### config.mk
export PLATFORM = sky130hd
export DESIGN_NAME = bb3_back
export DESIGN_NICKNAME = d
export VERILOG_FILES = /design/src/sv/bb3_pkg.sv /design/src/sv/bb3_back.sv
export SDC_FILE = /design/constraint.sdc
export NUM_CORES = 2
export LEC_CHECK = 0
export ABC_AREA = 1
export CAP_MARGIN = 10
export CORE_AREA = 8 8 350 267
export CTS_CLUSTER_SIZE = 8
export DETAILED_ROUTE_END_ITERATION = 8
export DIE_AREA = 0 0 358 275
export DONT_BUFFER_PORTS = 1
export PLACE_DENSITY = 0.45
export SYNTH_ARGS = -nofsm -noshare
export SYNTH_HDL_FRONTEND = slang
export SYNTH_SLANG_ARGS = --single-unit
### constraint.sdc
create_clock -name clock -period 10.6 [get_ports clock]
set_clock_uncertainty 0.05 [all_clocks]
set_input_delay 1.06 -clock clock [delete_from_list [all_inputs] [get_ports clock]]
set_output_delay 1.06 -clock clock [all_outputs]
set_load 0.05 [all_outputs]
### src/sv/bb3_pkg.sv
`default_nettype none
package bb3_pkg;

   typedef logic [23:0] pixel_type;

   // Register indexes of the configuration port
   typedef enum logic {
      CSR_IMAGE_WIDTH  = 1'b0,
      CSR_IMAGE_HEIGHT = 1'b1
   } csr_index_type;

   typedef enum logic [1:0] {
      FRONT_IDLE,
      FRONT_READ,
      FRONT_EXEC
   } front_state_type;

   // One averaging job: window column 0 is oldest, row 0 is top
   typedef struct packed {
      pixel_type [8:0] win;
      logic [1:0]      col_lo;
      logic [1:0]      row_lo;
      logic [1:0]      row_hi;
      logic            last;
   } job_type;

   localparam int RECIP_SHIFT = 17;

   // ceil(2^17 / (2*n)) for the pixel counts that can occur
   function automatic logic [16:0] recip(input logic [3:0] n);
      logic [16:0] m;
      case (n)
         4'd1:    m = 17'd65536;
         4'd2:    m = 17'd32768;
         4'd3:    m = 17'd21846;
         4'd4:    m = 17'd16384;
         4'd6:    m = 17'd10923;
         4'd9:    m = 17'd7282;
         default: m = 17'd65536;
      endcase
      return m;
   endfunction

endpackage
`default_nettype wire

### src/sv/bb3_back.sv
`default_nettype none
module bb3_back import bb3_pkg::*; (
   input  wire logic    clock,
   input  wire logic    reset,
   input  wire logic    job_valid,
   input  wire job_type job,
   output logic         job_pop,
   output logic         empty,
   input  wire logic    pop,
   output logic [7:0]   rsp_out_red,
   output logic [7:0]   rsp_out_green,
   output logic [7:0]   rsp_out_blue,
   output logic         rsp_frame_end
);

   logic        v1_ff, v2_ff, last1_ff, last2_ff;
   logic [12:0] x_ff [3];
   logic [12:0] x_in [3];
   logic [16:0] m_ff, m_in;
   logic [29:0] prod_ff [3];
   logic [11:0] sum [3];
   logic [3:0]  count;
   logic        take, adv1, adv2;
   pixel_type   px;

   assign take    = pop && v2_ff;
   assign adv2    = v1_ff && (!v2_ff || take);
   assign adv1    = job_valid && (!v1_ff || adv2);
   assign job_pop = adv1;

   // add up the in-image pixels of the window
   always_comb begin
      for (int ch = 0; ch < 3; ch++) begin
         sum[ch] = '0;
      end
      count = '0;
      px    = '0;
      for (int c = 0; c < 3; c++) begin
         for (int r = 0; r < 3; r++) begin
            if ((2'(c) >= job.col_lo) && (2'(r) >= job.row_lo) && (2'(r) <= job.row_hi)) begin
               px      = job.win[c * 3 + r];
               sum[0]  = sum[0] + 12'(px[23:16]);
               sum[1]  = sum[1] + 12'(px[15:8]);
               sum[2]  = sum[2] + 12'(px[7:0]);
               count   = count + 4'd1;
            end
         end
      end
      for (int ch = 0; ch < 3; ch++) begin
         x_in[ch] = {sum[ch], 1'b0} + 13'(count);
      end
      m_in = recip(count);
   end

   always_ff @(posedge clock) begin
      if (reset) begin
         v1_ff <= 1'b0;
         v2_ff <= 1'b0;
      end else begin
         if (adv1) begin
            v1_ff <= 1'b1;
         end else if (adv2) begin
            v1_ff <= 1'b0;
         end
         if (adv2) begin
            v2_ff <= 1'b1;
         end else if (take) begin
            v2_ff <= 1'b0;
         end
      end
   end

   always_ff @(posedge clock) begin
      if (adv1) begin
         x_ff     <= x_in;
         m_ff     <= m_in;
         last1_ff <= job.last;
      end
      if (adv2) begin
         for (int ch = 0; ch < 3; ch++) begin
            prod_ff[ch] <= 30'(x_ff[ch]) * 30'(m_ff);
         end
         last2_ff <= last1_ff;
      end
   end

   assign empty         = !v2_ff;
   assign rsp_out_red   = prod_ff[0][RECIP_SHIFT +: 8];
   assign rsp_out_green = prod_ff[1][RECIP_SHIFT +: 8];
   assign rsp_out_blue  = prod_ff[2][RECIP_SHIFT +: 8];
   assign rsp_frame_end = last2_ff;

endmodule
`default_nettype wire

==> results.md <==
Floorplan:
- Pin placement for this block handled 254 I/O pins.
- The area of the core is 88200 um^2.
- The area of the die is 98500 um^2.
- Row generation in the floorplan step produced 95 rows.
- The vertical die dimension is 275 um.
- The horizontal extent of the die is 358 um.
- The starting utilization of the core area is 34.4%.

GRT:
- The met1 usage in global routing is 28.2%.
- The number of global-route vias before repair came to 24.8k.
- The peak-usage layer in the global routing report is met2.
- The wire length of the first global-routing pass is 142000 um.
- The initial antenna violation count is 6.
- The pin count of the biggest net entering global routing is 46.
- The total overflow left after global routing is 0.
- For this run, global-route usage on met2 was measured as 28.8%.
- For met3 alone, demand over resource in global routing was 2.15%.
- The total global routing track utilization is 18.6%.

STA:
- Across all hold checks on the routed design, the worst slack comes to 0.376 ns.
- The clock period minus worst slack is 9.75 ns.
- The final hold violation count is 0.
- The relative slew slack is 14.8%.
- Setup repair after global routing left no endpoint under its margin.
- Adding up every negative setup slack in the final design gives 0 ns.
- The final setup slack of the worst path is 0.846 ns.
- Setup violations remaining at the end of the flow were counted as 0.
- Derived from the worst setup path, the maximum achievable clock frequency is 0.103 GHz.
- The number of max-slew violations in the final report is 0.
- The ratio of final minimum period to clock period is 92.0%.
- The actual slew at the worst max-slew pin is 1.27 ns.

Finish:
- The fraction of the core area covered by cells at the end of the flow is 36.4%.
- The layout overhead on the synthesized area is 5.65%.
- The number of nets in the layout is 5161.
- The number of filler cells placed in the layout is 9567.
- After routing the design area is 32100 um^2.
- The post-route netlist has 4.76% of its cells at a drive strength greater than 1.

Critical path:
- The worst path required time is 10.70 ns.
- The data arrival at the endpoint of the critical path is 9.86 ns.
- The cell with the largest stage delay on the worst path is fa_1.
- In this design, the stage delay of the slowest critical-path cell is 0.43 ns.
- The cell depth of the worst flop-to-flop path is 18.
- The cell type with the highest occurrence count on the critical path is nand2_1.
- Along the worst path, the maximum fanout reaches 19.
- The sort of element at the end of the critical path is a flop.
- STA classifies the critical path startpoint as an input port.
- The critical path is of the input port to flop type.

Logic synthesis:
- Averaged over all synthesized cells, the footprint is 7.25 um^2.
- The synthesized-area fraction occupied by adder cells is 44.0%.
- The area of the mapped netlist is 30400 um^2.
- Synthesis inferred 73 register bits.
- Yosys printed 0 warnings.
- Of all flip-flops after synthesis, the portion carrying an async set or reset was 0%.
- The commonest cells after synthesis are inv_1 (1010), nand2_1 (970), fa_1 (441).
- The fraction of the mapped netlist area in simple logic gates is 23.6%.
- The number of enable flip-flop cells after synthesis is 71.
- The number of nets in the synthesized netlist is 5216.
- The multiplexer area fraction after synthesis is 0%.
- Among all flip-flop cells after synthesis, the most frequent one is edfxtp_1.
- The cell with the most instances after synthesis is inv_1.
- In this run the biggest area consumer among cell types represents 29.1% of the synthesized area.
- The main combinational cell family by area after synthesis is adder cells.
- The area fraction in compound gates after synthesis is 6.98%.
- Counting every instance in the synthesized netlist gives 4186.
- The biggest area contributor in the post-synthesis netlist is fa_1.
- After synthesis, flip-flops and latches occupy 7.16% of the total area.
- The post-synthesis share of cell area spent on xor and xnor gates is 4.23%.
- The count of different cell masters after synthesis is 53.
- Ranked by total cell area, the synthesized netlist is headed by fa_1 (29%), ha_1 (15%), inv_1 (12%).

Min path:
- The worst min-delay path class is flop to flop.
- The worst hold path passes through 0 cells.

Drt:
- The DRC violation count after routing is 0.
- The detailed-router iteration count before antenna repair is 5.
- The routed wire length is 89300 um.
- Across all layers, the routed design uses 24.6k vias.
- The number of nets with antenna violations after routing is 0.
- The detailed-route vias per instance is 4.63.
- For this block, the initial DRC count from the detailed router was 1538.
- The mean routed wirelength per cell is 16.8 um.

Clock tree:
- The clock passes through at most 2 buffers.
- The clock tree from TritonCTS is done.
- For this design, the CTS-stage hold fixing added 0 buffers.
- The clock buffer count from CTS is 9.
- Clock tree synthesis found a total of 73 sinks.
- The clock transition at the register clock pins on the worst setup and hold paths after CTS is 0.06 ns.
- The cell sitting at the root of the clock tree is a clkbuf_16.
- The number of levels the H-tree was split into is 3.
- Clock latency on the worst-skew pair, taken at its later pin, is 0.40 ns.

Outcome:
- The run finished with clean final reports.

Place:
- During placement, the flow inserted port buffers numbering 0.
- The congestion estimate from routability-driven global placement came to 0.890.
- In this run the cell area measured after placement is 31700 um^2.
- The placed wire-length estimate is 79100 um.
- Before CTS, the worst setup slack after placement is 0.221 ns.

Power and ir drop:
- Across the VDD grid, the largest voltage drop is 0.478 mV.
- The leakage power total is 18.3 nW.
- The power density normalized to cell area is 275 nW/um^2.

Run:
- The tool flagged a number of max-cap violations equal to 0.
what timing repair did:
item                                    4_1_cts  5_1_grt
endpoints found under the setup margin        0        9
setup buffers                                 0        1
gates resized for setup                       0       19
through the flow:
step | total power [mW] | instances
after CTS | 9.06 | 5299
after detailed placement | 8.59 | 5283
after floorplan | 6.81 | 4186
after global placement | 8.59 | 5283
after global routing | 10.2 | 5304
final | 8.80 | 5308
routing by layer:
layer	wire length, um	vias to the layer above
li1	-	12600
met4	730	0
met2	38300	401
met1	46400	11500
met5	0	-
met3	3840	33
logic make-up (layout without fill, tap and decap cells):
| logic type | count (synthesis) | after routing |
|---|---|---|
| AOI/OAI and AO/OA | 383 | 383 |
| xor gates and xnor gates | 145 | 145 |
| adders and majority gates | 803 | 803 |
| buffers and inverters | 1124 | 1074 |
| DFF | 73 | 73 |
| other | 0 | 8 |
| and+or+nand+nor | 1658 | 1658 |
cell type report:
type	instances	area, um^2	share of cell area [%]
antenna	8	20.0	0.0624
tap	1164	1460	4.54
clock inverter	6	90.1	0.281
sequential	73	2170	6.77
clock buffer	10	239	0.745
inverter	1024	3840	12.0
timing repair buffer	34	255	0.796
multi-input combinational	2989	24000	74.8
state kept, by name (all words and copies together) (netlist names):
register and count:
rsp_frame_end 1, v2_ff 1, prod_ff 24, v1_ff 1, x_ff 37, m_ff 8, last1_ff 1
power breakdown:
part / leakage [nW] / total (mW) / switching (mW) / internal (mW)
sequential: 0.710 / 0.986 / 0.281 / 0.705
clock: 0.159 / 0.374 / 0.161 / 0.213
combinational: 17.4 / 7.44 / 4.23 / 3.21
total: 18.3 / 8.80 / 4.67 / 4.13
worst max-delay path, delay by kind of cell:
family / cells / cell delay (ns)
XOR/XNOR: 1 / 0.17
adder cells (fa/ha/maj): 9 / 2.72
AO/OA/AOI/OAI: 10 / 1.86
AND/OR/NAND/NOR: 30 / 3.33
buffers and inverters: 12 / 0.71
worst paths after layout:
check / startpoint / endpoint / slack [ns]
max reg2reg: m_ff[13]$_DFFE_PP_ / prod_ff[0][23]$_DFFE_PP_ / 4.01
max: job[6] / x_ff[25]$_DFFE_PP_ / 0.85
min reg2reg: last1_ff$_DFFE_PP_ / rsp_frame_end$_DFFE_PP_ / 0.38
min: last1_ff$_DFFE_PP_ / rsp_frame_end$_DFFE_PP_ / 0.38
cell usage in the layout, fill, tap and decap left out, drive strengths merged, types with 15 or more instances in the layout:
cell type | netlist | routed
a211oi | 15 | 15
a21oi | 146 | 146
a31oi | 21 | 21
and2 | 23 | 23
buf | 59 | 34
edfxtp | 71 | 71
fa | 441 | 441
ha | 362 | 362
inv | 1023 | 1023
nand2 | 1027 | 1027
nand3 | 237 | 237
nand3b | 23 | 23
nand4 | 33 | 33
nor2 | 272 | 272
nor3 | 18 | 18
o21ai | 155 | 155
or2 | 24 | 24
xnor2 | 52 | 52
xor2 | 93 | 93
Note: power is estimated with default switching activity, not from simulation.
