[config.mk]
export PLATFORM = sky130hd
export DESIGN_NAME = bb3_queue
export DESIGN_NICKNAME = d
export VERILOG_FILES = /design/src/sv/bb3_pkg.sv /design/src/sv/bb3_queue.sv
export SDC_FILE = /design/constraint.sdc
export NUM_CORES = 1
export LEC_CHECK = 0
export BUFFER_PORTS_ARGS = -buffer_cell sky130_fd_sc_hd__buf_2
export CORE_MARGIN = 2
export CORE_UTILIZATION = 45
export DETAILED_ROUTE_END_ITERATION = 6
export PLACE_DENSITY = 0.69
export SKIP_LAST_GASP = 1
export SLEW_MARGIN = 20
export SYNTH_ARGS = -nofsm -noshare
export SYNTH_HDL_FRONTEND = slang
export SYNTH_SLANG_ARGS = --single-unit
[constraint.sdc]
create_clock -name clock -period 13 [get_ports clock]
set_input_delay 0.65 -clock clock [delete_from_list [all_inputs] [get_ports clock]]
set_output_delay 0.65 -clock clock [all_outputs]
set_load 0.005 [all_outputs]
[src/sv/bb3_pkg.sv]
`default_nettype none
package bb3_pkg;

   typedef logic [23:0] pixel_type;

   // Register indexes of the configuration port
   typedef enum logic {
      CSR_IMAGE_WIDTH  = 1'b0,
      CSR_IMAGE_HEIGHT = 1'b1
   } csr_index_type;

   typedef enum logic [1:0] {
      FRONT_IDLE,
      FRONT_READ,
      FRONT_EXEC
   } front_state_type;

   // One averaging job: window column 0 is oldest, row 0 is top
   typedef struct packed {
      pixel_type [8:0] win;
      logic [1:0]      col_lo;
      logic [1:0]      row_lo;
      logic [1:0]      row_hi;
      logic            last;
   } job_type;

   localparam int RECIP_SHIFT = 17;

   // ceil(2^17 / (2*n)) for the pixel counts that can occur
   function automatic logic [16:0] recip(input logic [3:0] n);
      logic [16:0] m;
      case (n)
         4'd1:    m = 17'd65536;
         4'd2:    m = 17'd32768;
         4'd3:    m = 17'd21846;
         4'd4:    m = 17'd16384;
         4'd6:    m = 17'd10923;
         4'd9:    m = 17'd7282;
         default: m = 17'd65536;
      endcase
      return m;
   endfunction

endpackage
`default_nettype wire

[src/sv/bb3_queue.sv]
`default_nettype none
module bb3_queue import bb3_pkg::*; (
   input  wire logic    clock,
   input  wire logic    reset,
   input  wire logic    wr_en,
   input  wire job_type wr_job,
   output logic         q_full,
   input  wire logic    rd_en,
   output job_type      rd_job,
   output logic         q_valid
);

   job_type    slot_ff [2];
   logic       wr_ptr_ff, wr_ptr_in;
   logic       rd_ptr_ff, rd_ptr_in;
   logic [1:0] count_ff, count_in;

   always_comb begin
      wr_ptr_in = wr_en ? ~wr_ptr_ff : wr_ptr_ff;
      rd_ptr_in = rd_en ? ~rd_ptr_ff : rd_ptr_ff;
      count_in  = count_ff + 2'(wr_en) - 2'(rd_en);
   end

   always_ff @(posedge clock) begin
      if (reset) begin
         wr_ptr_ff <= 1'b0;
         rd_ptr_ff <= 1'b0;
         count_ff  <= 2'd0;
      end else begin
         wr_ptr_ff <= wr_ptr_in;
         rd_ptr_ff <= rd_ptr_in;
         count_ff  <= count_in;
      end
   end

   always_ff @(posedge clock) begin
      if (wr_en) begin
         slot_ff[wr_ptr_ff] <= wr_job;
      end
   end

   assign rd_job  = slot_ff[rd_ptr_ff];
   assign q_valid = (count_ff != 2'd0);
   assign q_full  = (count_ff == 2'd2);

endmodule
`default_nettype wire

==> impl_summary.txt, run 1 <==
----------------------------------------------------
[Placed design]
  Count of buffers inserted at the top-level ports ... 451
  Post-detail-place hpwl ... 22600 um
  Cell count after placement ... 1660
  Post-Place Cell Area ... 19700 um2
  Final weighted congestion in routability-driven placement ... 0.771

[Power and ir drop]
  Post-layout total power ... 3.37 mW
  VDD IR-drop max ... 129 uV
  Power per cell area ... 159 nW/um2
  Leakage Power ... 8.31 nW

[Floorplan]
  Top Ports ... 452
  Core box area ... 37500 um2
  Starting utilization of the core area ... 45.4%
  Area of the die ... 39400 um2
  Core Rows ... 71
  Chip Width ... 198 um
  Y dimension of the die ... 198 um

[Clock tree]
  Cts repair resizes ... 0
  Total CTS buffers ... 46
  Maximum clock path buffer count ... 3
  Clock sinks ... 451
  Worst-Skew Late Latency ... 550 ps
  Buffers inserted by post-CTS timing repair ... 0
  H-tree Lvls ... 2
  Clock slew seen by the registers of the worst setup and hold paths ... 60 ps
  Total of hold buffers inserted after clock tree synthesis ... 0
  CTS tree ... yes
  Root buffer cell ... clkbuf_16

[Layout]
  Utilization of the core after routing ... 56.7%
  Most used cells in the layout excluding fill and tap cells ... buf_2 (451), edfxtp_1 (446), mux2_4 (170)
  Total number of nets in the final design ... 1426
  Leading cell type in the layout, fill and taps excluded ... buf_2
  Ratio of cells with drive above 1 in the final layout ... 60.6%
  Number of standard cells in the layout, taps in and fillers out ... 1752
  Count of fill cells added during filler insertion ... 2932
  Area of all placed cells without fillers ... 21200 um2
  P&R area growth vs syn ... 24.9%

[Drt]
  First DRT Iteration DRCs ... 374
  DR vias ... 8378
  Count of antenna-violating nets left after detailed routing ... 0
  Average via count per standard cell ... 4.78
  Length of routed wiring on met1 ... 12800 um
  DRC violation count after routing ... 0
  Total detailed-routing wirelength ... 33900 um
  WL/cell ... 19.3 um
  Wire length on met3 ... 2790 um
  Iteration count of the initial detailed-routing pass ... 4
  Met2 wire len ... 17300 um
  Topmost layer with routed signal wires ... met5

[Timing]
  Relative slew slack ... 28.8%
  Pins Over Slew Limit ... 0
  Final Cycle Share ... 27.6%
  Unrepaired setup endpoints after global routing ... no
  Accumulated negative setup slack ... 0 ps
  Minimum period implied by the final worst setup slack ... 3590 ps
  Final number of setup-violating endpoints ... 0
  Slew at the pin closest to its max-slew limit ... 1070 ps
  Worst clock skew ... 9.86 ps
  Number of endpoints with negative hold slack in the final report ... 0
  Upper clock frequency limit ... 279 MHz

[Global routing]
  Total grt overflow ... 0
  Largest net degree at the start of global routing ... 127
  Gr usage total ... 16.4%
  Global-route wire length before repair ... 48300 um
  Vias in the first global route ... 8712
  Number of antenna violations at the first check in global routing ... 7

[Critical path]
  Category of the worst setup path capture point ... output port
  Critical-path cell list ... buf_4 > mux2_2 > buf_2
  Cell type of the slowest stage on the worst timing path ... buf_4
  Max Fanout on Critical Path ... 55
  Worst endpoint required time ... 12350 ps
  Type of the setup path with the least slack ... reg -> out
  Endpoint arrival time on the critical path ... 2940 ps
  Peak per-stage delay on the critical path ... 890 ps
  Startpoint type of the worst setup path ... register

[Hold path]
  Worst min path class ... in -> reg

[Synthesis]
  Syn Area/Cell ... 23.8 um2
  Yosys synthesis warning count ... 0
  Syn_nets ... 944
  Sequential area share after synthesis ... 79.3%
  Total of flip-flops plus latches after synthesis ... 451
  Total standard cell area after synthesis ... 17000 um2
  Post-synth cell types ... 14
  Number of standard cells after synthesis ... 715

[Status]
  Run status ... finished, final reports clean

[Job]
  Max-cap violations ... 0

----------------------------------------------------
## state kept, by name, summed over array words and instances, names as in the netlist, named ones only
register,cells
wr_ptr_ff,1
slot_ff,446
rd_ptr_ff,1
count_ff,2
## Yosys cell counts
| master | instances | share of area (%) |
|---|---|---|
| mux2_2 | 53 | 3.5 |
| mux2_4 | 170 | 15 |
| inv_1 | 2 | 0.044 |
| nor2b_1 | 3 | 0.11 |
| and2_1 | 1 | 0.037 |
| dfxtp_1 | 5 | 0.59 |
| or2_2 | 1 | 0.037 |
| xnor3_1 | 1 | 0.13 |
| nor2_1 | 4 | 0.088 |
| buf_2 | 5 | 0.15 |
| edfxtp_1 | 446 | 79 |
| xnor2_1 | 2 | 0.10 |
| ha_1 | 2 | 0.15 |
| buf_6 | 20 | 1.3 |
## power breakdown
group	leakage, nW	switching, mW	internal [mW]	total, mW
logic	3.36	0.165	0.195	0.360
clock network	0.723	0.514	0.766	1.28
registers	4.23	0.0273	1.70	1.73
total	8.31	0.706	2.66	3.37
## routing by layer
| metal | track usage (%) | vias up |
|---|---|---|
| met1 | 18.8 | 4166 |
| met4 | 7.30 | 2 |
| met5 | 0 | - |
| li1 | - | 3836 |
| met2 | 28.0 | 314 |
| met3 | 5.48 | 60 |
## final cells by class
type                       instances  area [um2]  share of cell area [%]
antenna                            7        17.5                  0.0824
clock buffer                      62        1270                    6.00
clock inverter                    23         209                   0.984
inverter                           2        7.51                  0.0353
multi-input combinational        237        3270                    15.4
sequential                       451       13500                    63.5
tap                              511         639                    3.01
timing repair buffer             459        2330                    11.0
## cell families after synthesis
group	Yosys count	synth area share, %
and+or+nand+nor	9	0.272
DFF	451	79.3
adders and majority gates	2	0.147
buffers and inverters	27	1.52
muxes	223	18.5
xor gates and xnor gates	3	0.235
## metrics by stage
| step | hold WS, ps | setup slack [ps] |
|---|---|---|
| floorplan | 480 | 1910 |
| global placement | 494 | 9430 |
| detailed placement | 530 | 9430 |
| CTS | 246 | 9320 |
| global route | 255 | 9240 |
| finish | 282 | 9410 |
## path summary, 6_finish.rpt
path / start / end / slack, ps / depth (start not counted)
max reg2reg: wr_ptr_ff$_SDFFE_PP0P_ / slot_ff[0][74]$_DFFE_PP_ / 9940 / 3
max: register / rd_job[0] / 9410 / 3
min: wr_job[31] / slot_ff[1][31]$_DFFE_PP_ / 280 / 1
min reg2reg: rd_ptr_ff$_SDFFE_PP0P_ / rd_ptr_ff$_SDFFE_PP0P_ / 530 / 2
## critical path: cells and delay by family (launching register included)
kind / cells / cell delay [ps]
mux: 1 / 420
buf+inv: 2 / 1020
flops: 1 / 860
(Power assumes the default switching activity.)
==> inputs of run 2 (changes only) <==
==> constraint.sdc (replaced) <==
create_clock -name clock -period 3.6 [get_ports clock]
set_input_delay 0.18 -clock clock [delete_from_list [all_inputs] [get_ports clock]]
set_output_delay 0.18 -clock clock [all_outputs]
set_load 0.005 [all_outputs]
==> run 2 against run 1 <==
Effect of this change:
- sequential share of layout area down 6.3 points
- power rose to 3.7 times the previous value
- setup slack worse by 8200 ps
- register-to-register slack worse by 8100 ps
- critical endpoint is now rd_job[99]
==> impl_summary.txt, run 2 (synthesis results as in run 1) <==
----------------------------------------------------
[Power and ir drop]
  Logic pwr share ... 12.4% (+1.7 points)
  Switching share of power ... 21.3% (+0.34 points)
  Post-layout total power ... 12.4 mW (+270%)
  VDD IR-drop max ... 512 uV (+300%)
  Sequential Power Share ... 50.3% (-1.0 points)
  Clock share of power ... 37.3% (-0.7 points)
  Internal power ... 9.75 mW (+270%)
  Net switching component of the power ... 2.64 mW (+270%)
  Power per cell area ... 525 nW/um2 (+230%)
  Leakage Power ... 9.29 nW (+12%)

[Global routing]
  Number of antenna violations at the first check in global routing ... 5 (-2)
  Gr usage total ... 18.3% (+1.9 points)
  Largest net degree at the start of global routing ... 117 (-7.9%)
  Total grt overflow ... 0 (unchanged)
  Global-route wire length before repair ... 54100 um (+12%)
  Vias in the first global route ... 9765 (+12%)

[Clock tree]
  Maximum clock path buffer count ... 3 (unchanged)
  Worst-Skew Late Latency ... 560 ps (about the same)
  Total CTS buffers ... 47 (+2.2%)
  H-tree Lvls ... 2 (unchanged)
  Cts repair resizes ... 0 (unchanged)
  Clock slew seen by the registers of the worst setup and hold paths ... 60 ps (about the same)
  CTS tree ... yes
  Buffers inserted by post-CTS timing repair ... 0 (unchanged)
  Clock sinks ... 451 (unchanged)
  Root buffer cell ... clkbuf_16

[Layout]
  Leading cell type in the layout, fill and taps excluded ... buf_2
  Total number of nets in the final design ... 1658 (+16%)
  Flip-flop count of the largest register after layout ... 446 (unchanged)
  Most used cells in the layout excluding fill and tap cells ... buf_2 (451), edfxtp_1 (446), dlygate4sd3_1 (227)
  Largest registers ... slot_ff: 446 flops, count_ff: 2 flops
  P&R area growth vs syn ... 38.8%
  Count of fill cells added during filler insertion ... 2594 (-12%)
  Area used by multi-input combinational logic ... 3270 um2 (unchanged)
  Register cell area after layout ... 13500 um2 (about the same)
  Register with the highest flop count ... slot_ff
  Area of all placed cells without fillers ... 23600 um2 (+11%)
  Ratio of cells with drive above 1 in the final layout ... 51.6% (-9.0 points)

[Placed design]
  Post-detail-place hpwl ... 23500 um (+3.9%)
  Post-Place Cell Area ... 19900 um2 (+0.54%)
  Place WS ... 1750 ps (-7680 ps)
  Final weighted congestion in routability-driven placement ... 0.744 (-3.5%)
  Count of buffers inserted at the top-level ports ... 451 (unchanged)

[Timing]
  Slew at the pin closest to its max-slew limit ... 782 ps (-286 ps)
  Final setup slack of the worst path ... 1200 ps (-8210 ps)
  Final number of setup-violating endpoints ... 0 (unchanged)
  Unrepaired setup endpoints after global routing ... no
  Worst clock skew ... 11.5 ps (+1.59 ps)
  Upper clock frequency limit ... 417 MHz
  Minimum period implied by the final worst setup slack ... 2400 ps
  Pins Over Slew Limit ... 0 (unchanged)
  Number of endpoints with negative hold slack in the final report ... 0 (unchanged)
  Relative slew slack ... 47.9% (+19 points)
  Min Hold Slack ... 344 ps (+61.9 ps)
  Final Cycle Share ... 66.6%

[Critical path]
  Category of the worst setup path capture point ... output port
  Worst setup slack for register-to-register paths ... 1800 ps (-8140 ps)
  Max Fanout on Critical Path ... 74 (+35%)
  Startpoint type of the worst setup path ... register
  Worst endpoint required time ... 3420 ps (-8930 ps)
  Type of the setup path with the least slack ... reg -> out
  Endpoint arrival time on the critical path ... 2220 ps (-720 ps)

[Floorplan]
  Core Rows ... 71 (unchanged)
  Chip Width ... 198 um (unchanged)
  Top Ports ... 452 (unchanged)
  Core box area ... 37500 um2 (unchanged)
  Starting utilization of the core area ... 45.4% (unchanged)
  Area of the die ... 39400 um2 (unchanged)
  Y dimension of the die ... 198 um (unchanged)

[Drt]
  Count of antenna-violating nets left after detailed routing ... 0 (unchanged)
  Average via count per standard cell ... 4.68 (-2.1%)
  First DRT Iteration DRCs ... 312 (-17%)
  WL/cell ... 19.0 um (-1.6%)
  Iteration count of the initial detailed-routing pass ... 4 (unchanged)
  Total detailed-routing wirelength ... 37600 um (+11%)
  DR vias ... 9251 (+10%)
  DRC violation count after routing ... 0 (unchanged)

[Job]
  Max-cap violations ... 0 (unchanged)

[Hold path]
  Worst min path class ... in -> reg

[Status]
  Run status ... finished, final reports clean

----------------------------------------------------
-- run 2: through the flow --
step                utilization, %  TNS [ps]  cells
floorplan                        -    -99590    715
global placement              53.0         0   1664
detailed placement            53.0         0   1664
CTS                           62.9         0   1972
global route                  63.0         0   1976
finish                        63.0         0   1977
-- run 2: layout make-up --
class                      instances  area share, %
inverter                           2         0.0318
sequential                       451           57.2
clock inverter                    17          0.705
tap                              511           2.71
timing repair buffer             690           19.9
antenna                            5         0.0530
multi-input combinational        237           13.9
clock buffer                      64           5.52
-- run 2: worst max-delay path, cell delays in order (launching register included) --
cell and delay [ps]:
dfxtp_4 590, buf_12 480, mux2_4 360, buf_2 130
-- run 2: worst paths after layout --
| kind | start | to | cells after the start |
|---|---|---|---|
| min reg2reg | rd_ptr_ff$_SDFFE_PP0P_ | rd_ptr_ff$_SDFFE_PP0P_ | 2 |
| min | wr_job[43] | slot_ff[0][43]$_DFFE_PP_ | 2 |
| max reg2reg | wr_ptr_ff$_SDFFE_PP0P_ | slot_ff[1][99]$_DFFE_PP_ | 2 |
| max | register | rd_job[99] | 3 |
-- run 2: routing by layer --
layer | global-route usage (%) | vias to the layer above | part of all wire (%)
met1 | 20.5 | 4546 | 38
met2 | 32.6 | 352 | 52
li1 | - | 4285 | -
met4 | 8.15 | 2 | 3.2
met3 | 5.24 | 66 | 7.2
met5 | 0 | - | 0.035
-- run 2: power groups by stage --
stage / clock network (mW) / registers, mW / logic [mW]
2_1_floorplan: 0 / 6.33 / 0.780
3_3_place_gp: 0 / 6.32 / 1.33
3_5_place_dp: 0 / 6.34 / 1.34
4_1_cts: 4.73 / 6.23 / 1.55
5_1_grt: 4.92 / 6.25 / 1.65
6_report: 4.62 / 6.23 / 1.54
-- run 2: repair_timing --
item / CTS / global route
hold buffers: 227 / 0
hold endpoints to repair: 451 / 0
setup endpoints to repair: 0 / 0
==> inputs of run 3 (changes only) <==
==> constraint.sdc (replaced) <==
create_clock -name clock -period 2.5 [get_ports clock]
set_input_delay 0.125 -clock clock [delete_from_list [all_inputs] [get_ports clock]]
set_output_delay 0.125 -clock clock [all_outputs]
set_load 0.005 [all_outputs]
==> run 3 against run 2 <==
Effect of this change:
- critical path depth rose by 1
- sequential power rose by 44%
- combinational power rose by 49%
==> impl_summary.txt, run 3 (synthesis results as in run 1) <==
----------------------------------------------------
[Drt]
  Total detailed-routing wirelength ... 38300 um (+1.8%)
  WL/cell ... 19.2 um (+1.0%)
  First DRT Iteration DRCs ... 322 (+3.2%)
  DRC violation count after routing ... 0 (unchanged)
  Count of antenna-violating nets left after detailed routing ... 0 (unchanged)
  Iteration count of the initial detailed-routing pass ... 5 (+1)
  DR vias ... 9418 (+1.8%)
  Average via count per standard cell ... 4.73 (+1.0%)

[Layout]
  Total number of nets in the final design ... 1671 (+0.78%)
  Flip-flop count of the largest register after layout ... 446 (unchanged)
  Register with the highest flop count ... slot_ff
  Area used by multi-input combinational logic ... 3270 um2 (unchanged)
  Count of fill cells added during filler insertion ... 2596 (+0.077%)
  Ratio of cells with drive above 1 in the final layout ... 52.1% (+0.49 points)
  Most used cells in the layout excluding fill and tap cells ... buf_2 (451), edfxtp_1 (446), dlygate4sd3_1 (227)
  Utilization of the core after routing ... 63.6% (+0.62 points)
  P&R area growth vs syn ... 40.1%
  Leading cell type in the layout, fill and taps excluded ... buf_2
  Register cell area after layout ... 13500 um2 (unchanged)
  Largest registers ... slot_ff: 446 flops, count_ff: 2 flops

[Global routing]
  Number of antenna violations at the first check in global routing ... 3 (-2)
  Global-route wire length before repair ... 56100 um (+3.6%)
  Vias in the first global route ... 10.1k (+3.6%)
  Largest net degree at the start of global routing ... 103 (-12%)
  Gr usage total ... 18.9% (+0.55 points)
  Total grt overflow ... 0 (unchanged)

[Timing]
  Worst clock skew ... 9.61 ps (-1.84 ps)
  Min Hold Slack ... 281 ps (-63.3 ps)
  Slew at the pin closest to its max-slew limit ... 610 ps (-172 ps)
  Final number of setup-violating endpoints ... 0 (unchanged)
  Minimum period implied by the final worst setup slack ... 2190 ps
  Pins Over Slew Limit ... 0 (unchanged)
  Unrepaired setup endpoints after global routing ... no
  Upper clock frequency limit ... 456 MHz
  Accumulated negative setup slack ... 0 ps (unchanged)
  Number of endpoints with negative hold slack in the final report ... 0 (unchanged)
  Relative slew slack ... 59.3% (+11 points)
  Final Cycle Share ... 87.7%

[Clock tree]
  Root buffer cell ... clkbuf_16
  H-tree Lvls ... 2 (unchanged)
  Clock sinks ... 451 (unchanged)
  Clock slew seen by the registers of the worst setup and hold paths ... 60 ps (about the same)
  CTS tree ... yes
  Worst-Skew Late Latency ... 550 ps (about the same)
  Buffers inserted by post-CTS timing repair ... 0 (unchanged)
  Maximum clock path buffer count ... 3 (unchanged)
  Total CTS buffers ... 46 (-2.1%)

[Critical path]
  Worst endpoint required time ... 2380 ps (-1040 ps)
  Endpoint arrival time on the critical path ... 2070 ps (-150 ps)
  Startpoint type of the worst setup path ... register
  Type of the setup path with the least slack ... reg -> out
  Max Fanout on Critical Path ... 28 (-62%)
  Category of the worst setup path capture point ... output port

[Floorplan]
  Core box area ... 37500 um2 (unchanged)
  Y dimension of the die ... 198 um (unchanged)
  Area of the die ... 39400 um2 (unchanged)
  Starting utilization of the core area ... 45.4% (unchanged)
  Top Ports ... 452 (unchanged)
  Core Rows ... 71 (unchanged)
  Chip Width ... 198 um (unchanged)

[Power and ir drop]
  Leakage Power ... 9.41 nW (+1.3%)
  Post-layout total power ... 18.2 mW (+47%)
  Power per cell area ... 763 nW/um2 (+45%)
  VDD IR-drop max ... 737 uV (+44%)

[Job]
  Max-cap violations ... 0 (unchanged)

[Hold path]
  Worst min path class ... in -> reg

[Placed design]
  Post-detail-place hpwl ... 24400 um (+4.1%)
  Final weighted congestion in routability-driven placement ... 0.731 (-1.7%)
  Count of buffers inserted at the top-level ports ... 451 (unchanged)

[Status]
  Run status ... finished, final reports clean

----------------------------------------------------
==> run 3: changes by cell type in the layout (fill, tap and decap cells not counted), sizes merged <==
cell	change
inv	-1
clkinv	+6
buf	+14
clkinvlp	+1
clkbuf	-6
bufinv	+3
diode	-2
==> run 3: metal layers <==
metal	up-vias	track usage (%)	wire, um
met2	382	33.2	19600
met5	-	0	0
met3	91	5.32	2840
li1	4314	-	-
met1	4631	21.4	14400
met4	0	8.71	1470
==> run 3: power by group <==
group	switching [mW]	internal [mW]	leakage, nW
registers	0.127	8.84	4.23
logic	0.988	1.30	4.44
clock network	2.75	4.18	0.743
total	3.86	14.3	9.41
==> run 3: metrics by stage <==
step	area, um2	setup slack [ps]	instances
finish	23800	307	1992
global route	23800	202	1992
CTS	23800	256	1989
detailed placement	20000	879	1678
global placement	20000	890	1678
floorplan	17000	-1550	715
==> run 3: repair_timing <==
item	CTS	global route
hold buffers	227	0
resized for setup	0	0
hold endpoints to repair	452	0
endpoints found under the setup margin	0	0
==> run 3: worst paths after layout <==
kind,from,endpoint,slack [ps],cells past startpoint
max reg2reg,wr_ptr_ff$_SDFFE_PP0P_,slot_ff[1][86]$_DFFE_PP_,930,2
max,register,rd_job[140],310,4
min reg2reg,rd_ptr_ff$_SDFFE_PP0P_,rd_ptr_ff$_SDFFE_PP0P_,540,2
min,wr_job[104],slot_ff[0][104]$_DFFE_PP_,280,2
==> run 3: worst max-delay path, stage by stage (launching register included) <==
cell     delay, ps
dfxtp_4        500
buf_12         240
buf_12         260
mux2_4         340
buf_2          130
==> run 3: final cells by class <==
cell class / instances / share of cell area [%]
inverter: 2 / 0.0315
antenna: 3 / 0.0315
tap: 511 / 2.68
clock buffer: 58 / 5.29
timing repair buffer: 704 / 20.5
sequential: 451 / 56.6
clock inverter: 26 / 1.17
multi-input combinational: 237 / 13.7
